$ cat config.mk
export PLATFORM = sky130hd
export DESIGN_NAME = voxel_line_traversal
export DESIGN_NICKNAME = d
export VERILOG_FILES = /design/src/hw/rtl/vlt_pkg.sv /design/src/hw/rtl/vlt_mult.sv /design/src/hw/rtl/vlt_axis_pick.sv /design/src/hw/rtl/voxel_line_traversal.sv
export SDC_FILE = /design/constraint.sdc
export NUM_CORES = 2
export LEC_CHECK = 0
export ABC_AREA = 1
export BUFFER_PORTS_ARGS = -buffer_cell sky130_fd_sc_hd__clkbuf_2
export CAP_MARGIN = 25
export CORE_ASPECT_RATIO = 0.7
export CORE_MARGIN = 1
export CORE_UTILIZATION = 65
export CTS_CLUSTER_DIAMETER = 80
export DETAILED_ROUTE_END_ITERATION = 12
export HOLD_SLACK_MARGIN = 0.08
export PLACE_DENSITY_LB_ADDON = 0.15
export SKIP_LAST_GASP = 1
export SYNTH_ARGS = -nofsm -noshare
export SYNTH_HDL_FRONTEND = slang
export SYNTH_HIERARCHICAL = 1
export SYNTH_SLANG_ARGS = --single-unit
$ cat constraint.sdc
create_clock -name clk -period 8.05 [get_ports clk]
set_input_delay 0 -clock clk [delete_from_list [all_inputs] [get_ports clk]]
set_output_delay 0 -clock clk [all_outputs]
set_load 0.02 [all_outputs]
$ cat src/hw/rtl/vlt_pkg.sv
`timescale 1ns / 1ps

package vlt_pkg;

  // Default geometry
  localparam int GRID_DIM_DEF  = 16;
  localparam int FRAC_BITS_DEF = 12;

  // Fixed field widths
  localparam int IN_W  = 16;
  localparam int VOX_W = 4;

  // Axis codes
  localparam logic [1:0] AXIS_X = 2'd0;
  localparam logic [1:0] AXIS_Y = 2'd1;
  localparam logic [1:0] AXIS_Z = 2'd2;

  // Per-axis step direction codes
  localparam logic [1:0] SIGN_NONE = 2'd0;
  localparam logic [1:0] SIGN_UP   = 2'd1;
  localparam logic [1:0] SIGN_DOWN = 2'd2;

  // Cross products dist[a] * delta[b], one per ordered axis pair
  localparam int PAIR_W    = 3;
  localparam int NUM_PAIRS = 6;
  localparam logic [PAIR_W-1:0] PAIR_XY = 3'd0;
  localparam logic [PAIR_W-1:0] PAIR_YX = 3'd1;
  localparam logic [PAIR_W-1:0] PAIR_XZ = 3'd2;
  localparam logic [PAIR_W-1:0] PAIR_ZX = 3'd3;
  localparam logic [PAIR_W-1:0] PAIR_YZ = 3'd4;
  localparam logic [PAIR_W-1:0] PAIR_ZY = 3'd5;

  typedef struct packed {
    logic [IN_W-1:0] start_x;
    logic [IN_W-1:0] start_y;
    logic [IN_W-1:0] start_z;
    logic [IN_W-1:0] end_x;
    logic [IN_W-1:0] end_y;
    logic [IN_W-1:0] end_z;
  } in_item_t;

  typedef struct packed {
    logic [VOX_W-1:0] voxel_x;
    logic [VOX_W-1:0] voxel_y;
    logic [VOX_W-1:0] voxel_z;
    logic             last;
    logic             cut_short;
  } out_item_t;

  // Request or response tag of the shared multiplier
  typedef struct packed {
    logic              vld;
    logic [PAIR_W-1:0] tag;
  } mul_ctl_t;

  // Distance axis of a pair
  function automatic logic [1:0] pair_a(input logic [PAIR_W-1:0] p);
    logic [1:0] r;
    case (p)
      PAIR_XY, PAIR_XZ: r = AXIS_X;
      PAIR_YX, PAIR_YZ: r = AXIS_Y;
      PAIR_ZX, PAIR_ZY: r = AXIS_Z;
      default:          r = AXIS_X;
    endcase
    return r;
  endfunction

  // Delta axis of a pair
  function automatic logic [1:0] pair_b(input logic [PAIR_W-1:0] p);
    logic [1:0] r;
    case (p)
      PAIR_YX, PAIR_ZX: r = AXIS_X;
      PAIR_XY, PAIR_ZY: r = AXIS_Y;
      PAIR_XZ, PAIR_YZ: r = AXIS_Z;
      default:          r = AXIS_X;
    endcase
    return r;
  endfunction

endpackage

$ cat src/hw/rtl/vlt_mult.sv
`timescale 1ns / 1ps

module vlt_mult import vlt_pkg::*; #(
  parameter int A_W = 13,
  parameter int B_W = 16,
  parameter int P_W = 35
) (
  input  logic           clk,
  input  logic           rst_n,
  input  mul_ctl_t       req,
  input  logic [A_W-1:0] a,
  input  logic [B_W-1:0] b,
  output mul_ctl_t       rsp,
  output logic [P_W-1:0] prod
);

  logic [A_W+B_W-1:0] full;

  // Form one product per cycle
  assign full = a * b;

  // Register product and tag
  always_ff @(posedge clk) begin
    if (!rst_n) begin
      rsp.vld <= 1'b0;
    end else begin
      rsp.vld <= req.vld;
    end
    rsp.tag <= req.tag;
    prod    <= P_W'(full);
  end

endmodule

$ cat src/hw/rtl/vlt_axis_pick.sv
`timescale 1ns / 1ps

module vlt_axis_pick import vlt_pkg::*; #(
  parameter int P_W = 35
) (
  input  logic [P_W-1:0] prod [NUM_PAIRS],
  input  logic [2:0]     moving,
  output logic [1:0]     axis
);

  logic e_xy, e_xz, e_yz;

  // Axis a is earlier than b: a moves and (b is still or a's time is smaller)
  assign e_xy = moving[0] && (!moving[1] || (prod[PAIR_XY] < prod[PAIR_YX]));
  assign e_xz = moving[0] && (!moving[2] || (prod[PAIR_XZ] < prod[PAIR_ZX]));
  assign e_yz = moving[1] && (!moving[2] || (prod[PAIR_YZ] < prod[PAIR_ZY]));

  // Pick the axis that reaches its boundary first; ties fall to z, then y
  always_comb begin
    if (e_xy) begin
      axis = e_xz ? AXIS_X : AXIS_Z;
    end else begin
      axis = e_yz ? AXIS_Y : AXIS_Z;
    end
  end

endmodule

$ cat src/hw/rtl/voxel_line_traversal.sv
`timescale 1ns / 1ps

// Walks a segment through a GRID_DIM^3 voxel grid and returns every voxel it
// crosses, start voxel first, end voxel last (marked by last). Coordinates are
// unsigned fixed point with FRAC_BITS fraction bits. One item is taken at a
// time: after acceptance the shared multiplier forms the six cross products
// of boundary distance and axis delta, one per cycle, into its output
// register, then the walk emits one voxel per cycle while out_ready
// stays high, updating the products by addition only. An item yields at
// most 3*GRID_DIM-2 voxels: a run that has not reached the end voxel after
// that many voxels ends there with last and cut_short set. Indices past a
// grid edge wrap; points beyond the grid saturate to the top voxel.
// in_ready is high only while no walk is active.
module voxel_line_traversal import vlt_pkg::*; #(
  parameter int GRID_DIM  = GRID_DIM_DEF,
  parameter int FRAC_BITS = FRAC_BITS_DEF
) (
  input  logic      clk,
  input  logic      rst_n,
  input  logic      in_valid,
  output logic      in_ready,
  input  in_item_t  in_data,
  output logic      out_valid,
  input  logic      out_ready,
  output out_item_t out_data
);

  localparam int MAX_VOX = 1 + 3 * (GRID_DIM - 1);
  localparam int IDX_W   = $clog2(GRID_DIM);
  localparam int CNT_W   = $clog2(MAX_VOX);
  localparam int D0_W    = FRAC_BITS + 1;
  localparam int DIST_W  = FRAC_BITS + CNT_W + 1;
  localparam int PROD_W  = DIST_W + IN_W;

  typedef enum logic [1:0] {S_IDLE, S_MUL, S_RUN} state_t;

  state_t            state_r;
  logic [IDX_W-1:0]  cur_r [3];
  logic [IDX_W-1:0]  tgt_r [3];
  logic [1:0]        sg_r  [3];
  logic [IN_W-1:0]   dl_r  [3];
  logic [D0_W-1:0]   d0_r  [3];
  logic [PROD_W-1:0] prod_r [NUM_PAIRS];
  logic [CNT_W-1:0]  cnt_r;
  logic [PAIR_W-1:0] mul_cnt_r;
  logic              out_valid_r;
  out_item_t         out_data_r;

  logic [IN_W-1:0]   p0 [3];
  logic [IN_W-1:0]   p1 [3];
  logic [IDX_W-1:0]  c0 [3];
  logic [IDX_W-1:0]  c1 [3];
  logic [1:0]        sg [3];
  logic [IN_W-1:0]   dl [3];
  logic [D0_W-1:0]   d0 [3];
  logic [IDX_W-1:0]  cur_nxt [3];
  logic [PROD_W-1:0] prod_nxt [NUM_PAIRS];
  logic [PROD_W-1:0] inc [3];
  logic [2:0]        moving;
  logic [1:0]        axis;
  logic              at_tgt;
  logic              at_limit;
  logic              is_last;
  logic              out_free;
  logic              emit;
  mul_ctl_t          mul_req;
  mul_ctl_t          mul_rsp;
  logic [PROD_W-1:0] mul_prod;

  assign p0[0] = in_data.start_x;
  assign p0[1] = in_data.start_y;
  assign p0[2] = in_data.start_z;
  assign p1[0] = in_data.end_x;
  assign p1[1] = in_data.end_y;
  assign p1[2] = in_data.end_z;

  // Per-axis setup: voxel indices, direction, delta and first boundary distance
  always_comb begin
    logic [IN_W-1:0] raw0, raw1;
    logic [D0_W-1:0] frac;
    for (int a = 0; a < 3; a++) begin
      raw0  = p0[a] >> FRAC_BITS;
      raw1  = p1[a] >> FRAC_BITS;
      c0[a] = (raw0 >= IN_W'(GRID_DIM - 1)) ? IDX_W'(GRID_DIM - 1) : IDX_W'(raw0);
      c1[a] = (raw1 >= IN_W'(GRID_DIM - 1)) ? IDX_W'(GRID_DIM - 1) : IDX_W'(raw1);
      frac  = D0_W'(p0[a]) & ((D0_W'(1) << FRAC_BITS) - D0_W'(1));
      if (p1[a] > p0[a]) begin
        sg[a] = SIGN_UP;
        dl[a] = p1[a] - p0[a];
        d0[a] = (D0_W'(1) << FRAC_BITS) - frac;
      end else if (p1[a] < p0[a]) begin
        sg[a] = SIGN_DOWN;
        dl[a] = p0[a] - p1[a];
        d0[a] = frac;
      end else begin
        sg[a] = SIGN_NONE;
        dl[a] = '0;
        d0[a] = '0;
      end
    end
  end

  // Issue one cross product per cycle to the shared multiplier
  assign mul_req.vld = (state_r == S_MUL) && (mul_cnt_r < PAIR_W'(NUM_PAIRS));
  assign mul_req.tag = mul_cnt_r;

  vlt_mult #(
    .A_W (D0_W),
    .B_W (IN_W),
    .P_W (PROD_W)
  ) u_mult (
    .clk   (clk),
    .rst_n (rst_n),
    .req   (mul_req),
    .a     (d0_r[pair_a(mul_cnt_r)]),
    .b     (dl_r[pair_b(mul_cnt_r)]),
    .rsp   (mul_rsp),
    .prod  (mul_prod)
  );

  always_comb begin
    for (int a = 0; a < 3; a++) begin
      moving[a] = (sg_r[a] != SIGN_NONE);
      inc[a]    = PROD_W'(dl_r[a]) << FRAC_BITS;
    end
  end

  vlt_axis_pick #(
    .P_W (PROD_W)
  ) u_pick (
    .prod   (prod_r),
    .moving (moving),
    .axis   (axis)
  );

  // End-of-run detection
  assign at_tgt   = (cur_r[0] == tgt_r[0]) && (cur_r[1] == tgt_r[1]) &&
                    (cur_r[2] == tgt_r[2]);
  assign at_limit = (cnt_r == CNT_W'(MAX_VOX - 1));
  assign is_last  = at_tgt || at_limit;
  assign out_free = !out_valid_r || out_ready;
  assign emit     = (state_r == S_RUN) && out_free;

  // Advance the chosen axis, wrapping at the grid edges
  always_comb begin
    logic [IDX_W:0] up;
    for (int a = 0; a < 3; a++) begin
      up         = {1'b0, cur_r[a]} + (IDX_W+1)'(1);
      cur_nxt[a] = cur_r[a];
      if (axis == 2'(a)) begin
        case (sg_r[a])
          SIGN_UP:   cur_nxt[a] = (up >= (IDX_W+1)'(GRID_DIM)) ? '0 : IDX_W'(up);
          SIGN_DOWN: cur_nxt[a] = (cur_r[a] == '0) ? IDX_W'(GRID_DIM - 1)
                                                   : cur_r[a] - IDX_W'(1);
          default:   cur_nxt[a] = cur_r[a];
        endcase
      end
    end
  end

  // Add one cell to the chosen axis distance by bumping its products
  always_comb begin
    for (int p = 0; p < NUM_PAIRS; p++) begin
      prod_nxt[p] = prod_r[p];
      if ((pair_a(PAIR_W'(p)) == axis) && moving[axis]) begin
        prod_nxt[p] = prod_r[p] + inc[pair_b(PAIR_W'(p))];
      end
    end
  end

  // Sequencer, walk state and output register
  always_ff @(posedge clk) begin
    if (!rst_n) begin
      state_r     <= S_IDLE;
      out_valid_r <= 1'b0;
      mul_cnt_r   <= '0;
      cnt_r       <= '0;
    end else begin
      if (out_valid_r && out_ready && !emit) begin
        out_valid_r <= 1'b0;
      end
      case (state_r)
        S_IDLE: begin
          if (in_valid) begin
            for (int a = 0; a < 3; a++) begin
              cur_r[a] <= c0[a];
              tgt_r[a] <= c1[a];
              sg_r[a]  <= sg[a];
              dl_r[a]  <= dl[a];
              d0_r[a]  <= d0[a];
            end
            mul_cnt_r <= '0;
            state_r   <= S_MUL;
          end
        end
        S_MUL: begin
          if (mul_req.vld) begin
            mul_cnt_r <= mul_cnt_r + PAIR_W'(1);
          end
          if (mul_rsp.vld) begin
            prod_r[mul_rsp.tag] <= mul_prod;
            if (mul_rsp.tag == PAIR_W'(NUM_PAIRS - 1)) begin
              cnt_r   <= '0;
              state_r <= S_RUN;
            end
          end
        end
        S_RUN: begin
          if (emit) begin
            out_valid_r          <= 1'b1;
            out_data_r.voxel_x   <= VOX_W'(cur_r[0]);
            out_data_r.voxel_y   <= VOX_W'(cur_r[1]);
            out_data_r.voxel_z   <= VOX_W'(cur_r[2]);
            out_data_r.last      <= is_last;
            out_data_r.cut_short <= !at_tgt && at_limit;
            if (is_last) begin
              state_r <= S_IDLE;
            end else begin
              cnt_r <= cnt_r + CNT_W'(1);
              for (int a = 0; a < 3; a++) begin
                cur_r[a] <= cur_nxt[a];
              end
              for (int p = 0; p < NUM_PAIRS; p++) begin
                prod_r[p] <= prod_nxt[p];
              end
            end
          end
        end
        default: begin
          state_r <= S_IDLE;
        end
      endcase
    end
  end

  assign in_ready  = (state_r == S_IDLE);
  assign out_valid = out_valid_r;
  assign out_data  = out_data_r;

  // The step counter never passes the run limit
  a_cnt_limit: assert property (@(posedge clk) disable iff (!rst_n)
    (state_r == S_RUN) |-> (cnt_r <= CNT_W'(MAX_VOX - 1)))
    else $error("step count past run limit");

  // A cut-short item is always the last of its run
  a_cut_last: assert property (@(posedge clk) disable iff (!rst_n)
    out_valid_r |-> (!out_data_r.cut_short || out_data_r.last))
    else $error("cut_short without last");

  // Emitting the last voxel returns the walk to idle
  a_last_idle: assert property (@(posedge clk) disable iff (!rst_n)
    (emit && is_last) |=> (state_r == S_IDLE))
    else $error("walk continued after last voxel");

  // Multiplier results arrive only during product setup
  a_mul_phase: assert property (@(posedge clk) disable iff (!rst_n)
    mul_rsp.vld |-> (state_r == S_MUL))
    else $error("multiplier result outside setup");

endmodule

# Word level (Yosys, flattened, before mapping)
# Memory sizes are Yosys's and may differ from the RTL's.
# Cells that the tools add are included.
# word_totals
ff_bits,269
mem_bits_rw,117
in_bits,100
out_inout_bits,16
elab_cells,272
memories,5
# mem_list
memory,words,width,rd,rd_ports_with_merged_regs,write_ports,line,text
dl_r,3,16,4,0,3,voxel_line_traversal.sv:41,logic [IN_W-1:0] dl_r [3];
d0_r,3,13,1,0,3,voxel_line_traversal.sv:42,logic [D0_W-1:0] d0_r [3];
cur_r,3,4,3,0,3,voxel_line_traversal.sv:38,logic [IDX_W-1:0] cur_r [3];
tgt_r,3,4,3,0,3,voxel_line_traversal.sv:39,logic [IDX_W-1:0] tgt_r [3];
sg_r,3,2,3,0,3,voxel_line_traversal.sv:40,logic [1:0] sg_r [3];
# classes
n_addsub,23
multipliers,1
order_cmp,28
n_eq_ne,32
n_mux,109
bitwise_logic,10
reduce_logical,46
# ops
cell,n
$mux W35,19
$mux W210,3
$bmux W35 S2,6
$pmux W210 S2,1
$add A35 B35 Y35,6
$bwmux W210,1
$demux W35 S3,1
$lt A35 B35 Y1,3
$mux W16,6
$sub A16 B16 Y16,6
$mux W4,18
$gt A16 B16 Y1,3
$lt A16 B16 Y1,3
$mux W2,20
$mux W13,3
$sub A13 B12 Y13 const A,3
$mux W12,3
$mul A13 B16 Y29,1
$ge A4 B4 Y1 const B,7
$mux W6,4
$pmux W4 S2,3
$ge A3 B3 Y1 const B,6
$not A2 Y3,6
$reduce_and A6 Y1,3
38 further kinds,114

# Longest topological paths before layout
# An unclocked memory read counts as a cell.
# logic_depth
ltp_word,20
mapped_depth,32
mapped_depth_nobuf,30

# Hierarchy
# The synthesis kept the hierarchy.
# modules_own_cells
mod,n_inst,cells_per_inst,area_each_um2,seq_area_each_um2
voxel_line_traversal,1,3509,26858.3,10480.1
vlt_mult,1,1178,8304.2,660.6
vlt_axis_pick,1,498,2930.3,0.0

# Worst setup path after synthesis
# No wires, ideal clock.
# synth_timing
kind,flip-flop to flip-flop
from,register mul_cnt_r[0]
to,register u_mult.prod[21]
setup_time_ps,112
t_arrival_ps,5773
t_required_ps,7938
slack_ps,2165
stages_incl_launch_ff,29
path_buffers,2
synth_period_minus_slack_ps,5885
path_cell_list,dfxtp_1 -> inv_1 -> ha_1 -> nand2_1 -> a21boi_1 -> clkbuf_1 -> nor2_1 -> a31oi_1 -> clkbuf_1 -> nand2_1 -> fa_1 -> fa_1 -> inv_1 -> fa_1 -> fa_1 -> inv_1 -> fa_1 -> inv_1 -> ha_1 -> nand2_1 -> inv_1 -> nand2_1 -> nand2_1 -> inv_1 -> nand3_1 -> nand2_1 -> nand2_1 -> nand2_1 -> nand2_1
# synth_between
elab_chain_len,5
elab_cells_between_ends,15
cone_classes,mul: 1; eq/ne: 5; mux: 2; reduce/logical: 5; memory: 2
# synth_rtl
element,line,text
start: declaration,voxel_line_traversal.sv:45,logic [PAIR_W-1:0] mul_cnt_r;
start signal: assignment,voxel_line_traversal.sv:198,mul_cnt_r <= mul_cnt_r + PAIR_W'(1);
"$eq A3 B3 Y1, or another cell as far along","vlt_pkg.sv:59, vlt_pkg.sv:71",
$reduce_or A2 Y1 (on tied branches),"vlt_pkg.sv:59, vlt_pkg.sv:71",
$pmux W2 S2 (on tied branches),"vlt_pkg.sv:59, vlt_pkg.sv:71",
$mem_v2 Z3 W13 or $mem_v2 Z3 W16 (tied branches),n/a,
$mul A13 B16 Y29 (*),vlt_mult.sv:20,assign full = a * b;
via u_mult.full[21],vlt_mult.sv:17,logic [A_W+B_W-1:0] full;
end signal: assignment,vlt_mult.sv:30,prod <= P_W'(full);
end: declaration,vlt_mult.sv:14,output logic [P_W-1:0] prod
# Mark *: on every way through the listed nets, which the timed path passes. The rest lies on a longest branch.
# A chain may end at the register's enable or synchronous reset.

# Final worst setup path
# layout_timing
from,register mul_cnt_r[0]
to,register u_mult.prod[26]
# The elaborated chain is that of the path after synthesis.

==> results.toml <==
[run_status]
outcome = "finished clean"

[grt]
antenna_found_initial = 2
gr-total-overflow = 0
grt_max_degree = 83
grt_use_total_pct = 40.4
grt_pass1_vias = 32600
grt_pass1_wl_mm = 185

[placed_design]
hpwl_mm = 93.6
gp_congestion = 1.03
port_buffers = 115

[critical_path]
critPathCaptureType = "flip-flop"
worstPathRequired_ps = 8490
worstSetupPathType = "reg -> reg"
startpoint_type = "flip-flop"
worstPathMaxFanout = 18
rrSetupSlack_ps = 1110
arrival_ps = 7380
rr_endpoint = "u_mult/prod[26]"
crit-reg2reg-launch = "mul_cnt_r[0]"
worstRegToRegCells = 26

[routing]
vias = 35600
ant_nets = 0
drt_pre_antenna_iters = 8
wl_per_cell_um = 19.8
viasPerCell = 5.83
drcViolationCount = 0
drt_iter0_drc = 4373
wl_mm = 121

[clock_network]
numCtsBuffers = 42
clockBufferDepth = 3
cts_resized = 0
clock_latency_ps = 630
cts_root_buffer = "clkbuf_16"
clock_sinks = 386
clkTransAtPathRegs_ps = 60
htreeDepth = 2
cts_tree = "built"

[cells_and_area]
final-seq-area_um2 = 11100
drive_above_1_share_pct = 6.01
n_fill_cell = 4631
area_delta_synth_final_pct = 9.06
final_common_cell = "nand2_1"
fin_nets = 5976
multi_input_area_um2 = 22800
final_cell_mix = "nand2_1, inv_1, nor2_1, ha_1, edfxtp_1"

[synthesis]
synthTopCellsByArea = "edfxtp_1, nand2_1, ha_1, inv_1, fa_1"
synth_top_flop_cell = "edfxtp_1"
ys_ff_latch = 386
synth_top_area_share_pct = 26.9
synthesis.area_um2 = 38100
yosysWarnings = 6
syn_inst = 5185
syn_area_per_cell_um2 = 7.35
synth_edf_count = 341
postSynth.asyncResetShare_pct = 0
synth_top_area_cell = "edfxtp_1"
yosysUniqueCellTypes = 55
ys_seq_area_share_pct = 29.2

[sta]
hold_violations = 0
timing.hold.ws_ps = 107
worstMarginPinSlew_ps = 1440
setup_violations = 0
relSlewSlack_pct = 3.50
fin_crit_sh_pct = 86.2
tns_ps = 0
fmax_ghz = 0.144
drv_slew = 0
grt_setup_unrepaired = "false"
finalClockSkew_ps = 88.2
period_needed_ps = 6940

[floorplan]
initial_core_util_pct = 66.4
ios = 116
fp.dieW_um = 291
row_count = 73
die_y_um = 205
die_area_um2 = 59600
core_area_um2 = 57400

[min_path]
holdPathStages = 4
hold_class = "in -> reg"
min_to = "dl_r[0][1]"
min_from = "in_data[33]"

[job]
drv_cap = 0
## synth_stat cells, types with 7 or more instances
cell / number
dfxtp_1: 45
nand3_1: 211
a21oi_1: 334
inv_2: 9
nand2_2: 15
buf_2: 29
clkbuf_1: 88
nor2_2: 15
nand2_1: 1384
a21o_1: 19
buf_1: 7
nor3_1: 57
o211ai_1: 7
xnor2_1: 24
o21ai_0: 284
xor2_1: 99
or2_2: 9
buf_4: 17
o21a_1: 14
o21bai_1: 13
o22ai_1: 72
nand3b_1: 11
edfxtp_1: 341
o2bb2ai_1: 11
o21ai_1: 16
fa_1: 166
a31oi_1: 31
nand4_1: 41
inv_1: 918
ha_1: 383
clkbuf_2: 7
nor2_1: 456
## worst max-delay path, cell delays in order (launching register included)
cell      delay, ps
dfxtp_1         400
inv_1           120
ha_1            230
nand2_1         370
a21boi_2        600
buf_4           320
nor2_1           60
a31oi_1         180
buf_4           260
nand2_1         110
fa_1            540
inv_1            50
fa_1            470
fa_1            520
fa_1            550
inv_1            60
fa_1            530
inv_1            40
ha_1            410
nand2_1         210
inv_1            80
a21oi_1         280
nand2_1         130
nand2_1         100
nand3_1          70
nand2_1          70
nand2_1          40
## sequential cells by signal, indices dropped and copies added (netlist names)
| signal | count |
|---|---|
| prod_r | 210 |
| dl_r | 48 |
| d0_r | 39 |
| u_mult/prod | 29 |
| out_data | 14 |
| cur_r | 12 |
| tgt_r | 12 |
| cnt_r | 6 |
| sg_r | 6 |
| u_mult/rsp | 4 |
| mul_cnt_r | 3 |
| state_r | 2 |
| out_valid | 1 |
## logic make-up after synthesis
logic type,Yosys count,share of synthesized area [%]
other,1,0.00984
DFF,386,29.2
and+or+nand+nor,2222,23.7
buffers and inverters,1083,11.1
xor gates and xnor gates,123,2.83
AOI/OAI and AO/OA,821,11.8
adders and majority gates,549,21.3
## stage by stage
step	util, %	instances	setup WS [ps]	area (µm²)
after floorplan	-	5190	2170	38100
after global placement	68.6	5953	1480	39300
after detailed placement	68.6	5955	1360	39300
after CTS	72.4	6107	1230	41500
after global routing	72.4	6111	676	41500
final	72.4	6113	1110	41500
## what timing repair did
item                                   CTS  global route
endpoints found under the hold margin   81             0
hold buffers                            74             0
setup endpoints to repair                0             0
setup buffers                            0             0
## layout make-up
cell class	instances	area share (%)
clock buffer	53	2.73
timing repair buffer	246	4.21
tap	750	2.26
clock inverter	25	0.690
multi-input combinational	3721	54.9
inverter	930	8.42
sequential	386	26.8
antenna	2	0.0120
## routing by layer
| metal | vias to the layer above | global-route usage [%] | share of wire (%) |
|---|---|---|---|
| met5 | - | 0 | 0.011 |
| met2 | 2092 | 58.7 | 41 |
| li1 | 16900 | - | - |
| met4 | 2 | 12.6 | 3.2 |
| met3 | 218 | 11.4 | 14 |
| met1 | 16400 | 58.0 | 43 |
## worst max path at each step
stage	startpoint	endpoint	slack [ps]	cells after the start
after floorplan	mul_cnt_r[0]	u_mult/prod[21]	2170	28
after global placement	mul_cnt_r[0]	u_mult/prod[22]	1480	26
after detailed placement	mul_cnt_r[0]	u_mult/prod[26]	1360	26
after CTS	mul_cnt_r[0]	u_mult/prod[26]	1230	26
after global routing	mul_cnt_r[0]	u_mult/prod[22]	680	26
final	mul_cnt_r[0]	u_mult/prod[26]	1110	26
Power is left out: the tool's default activity adds up to more than one toggle a clock period on the data nets, which glitch-free logic cannot reach.
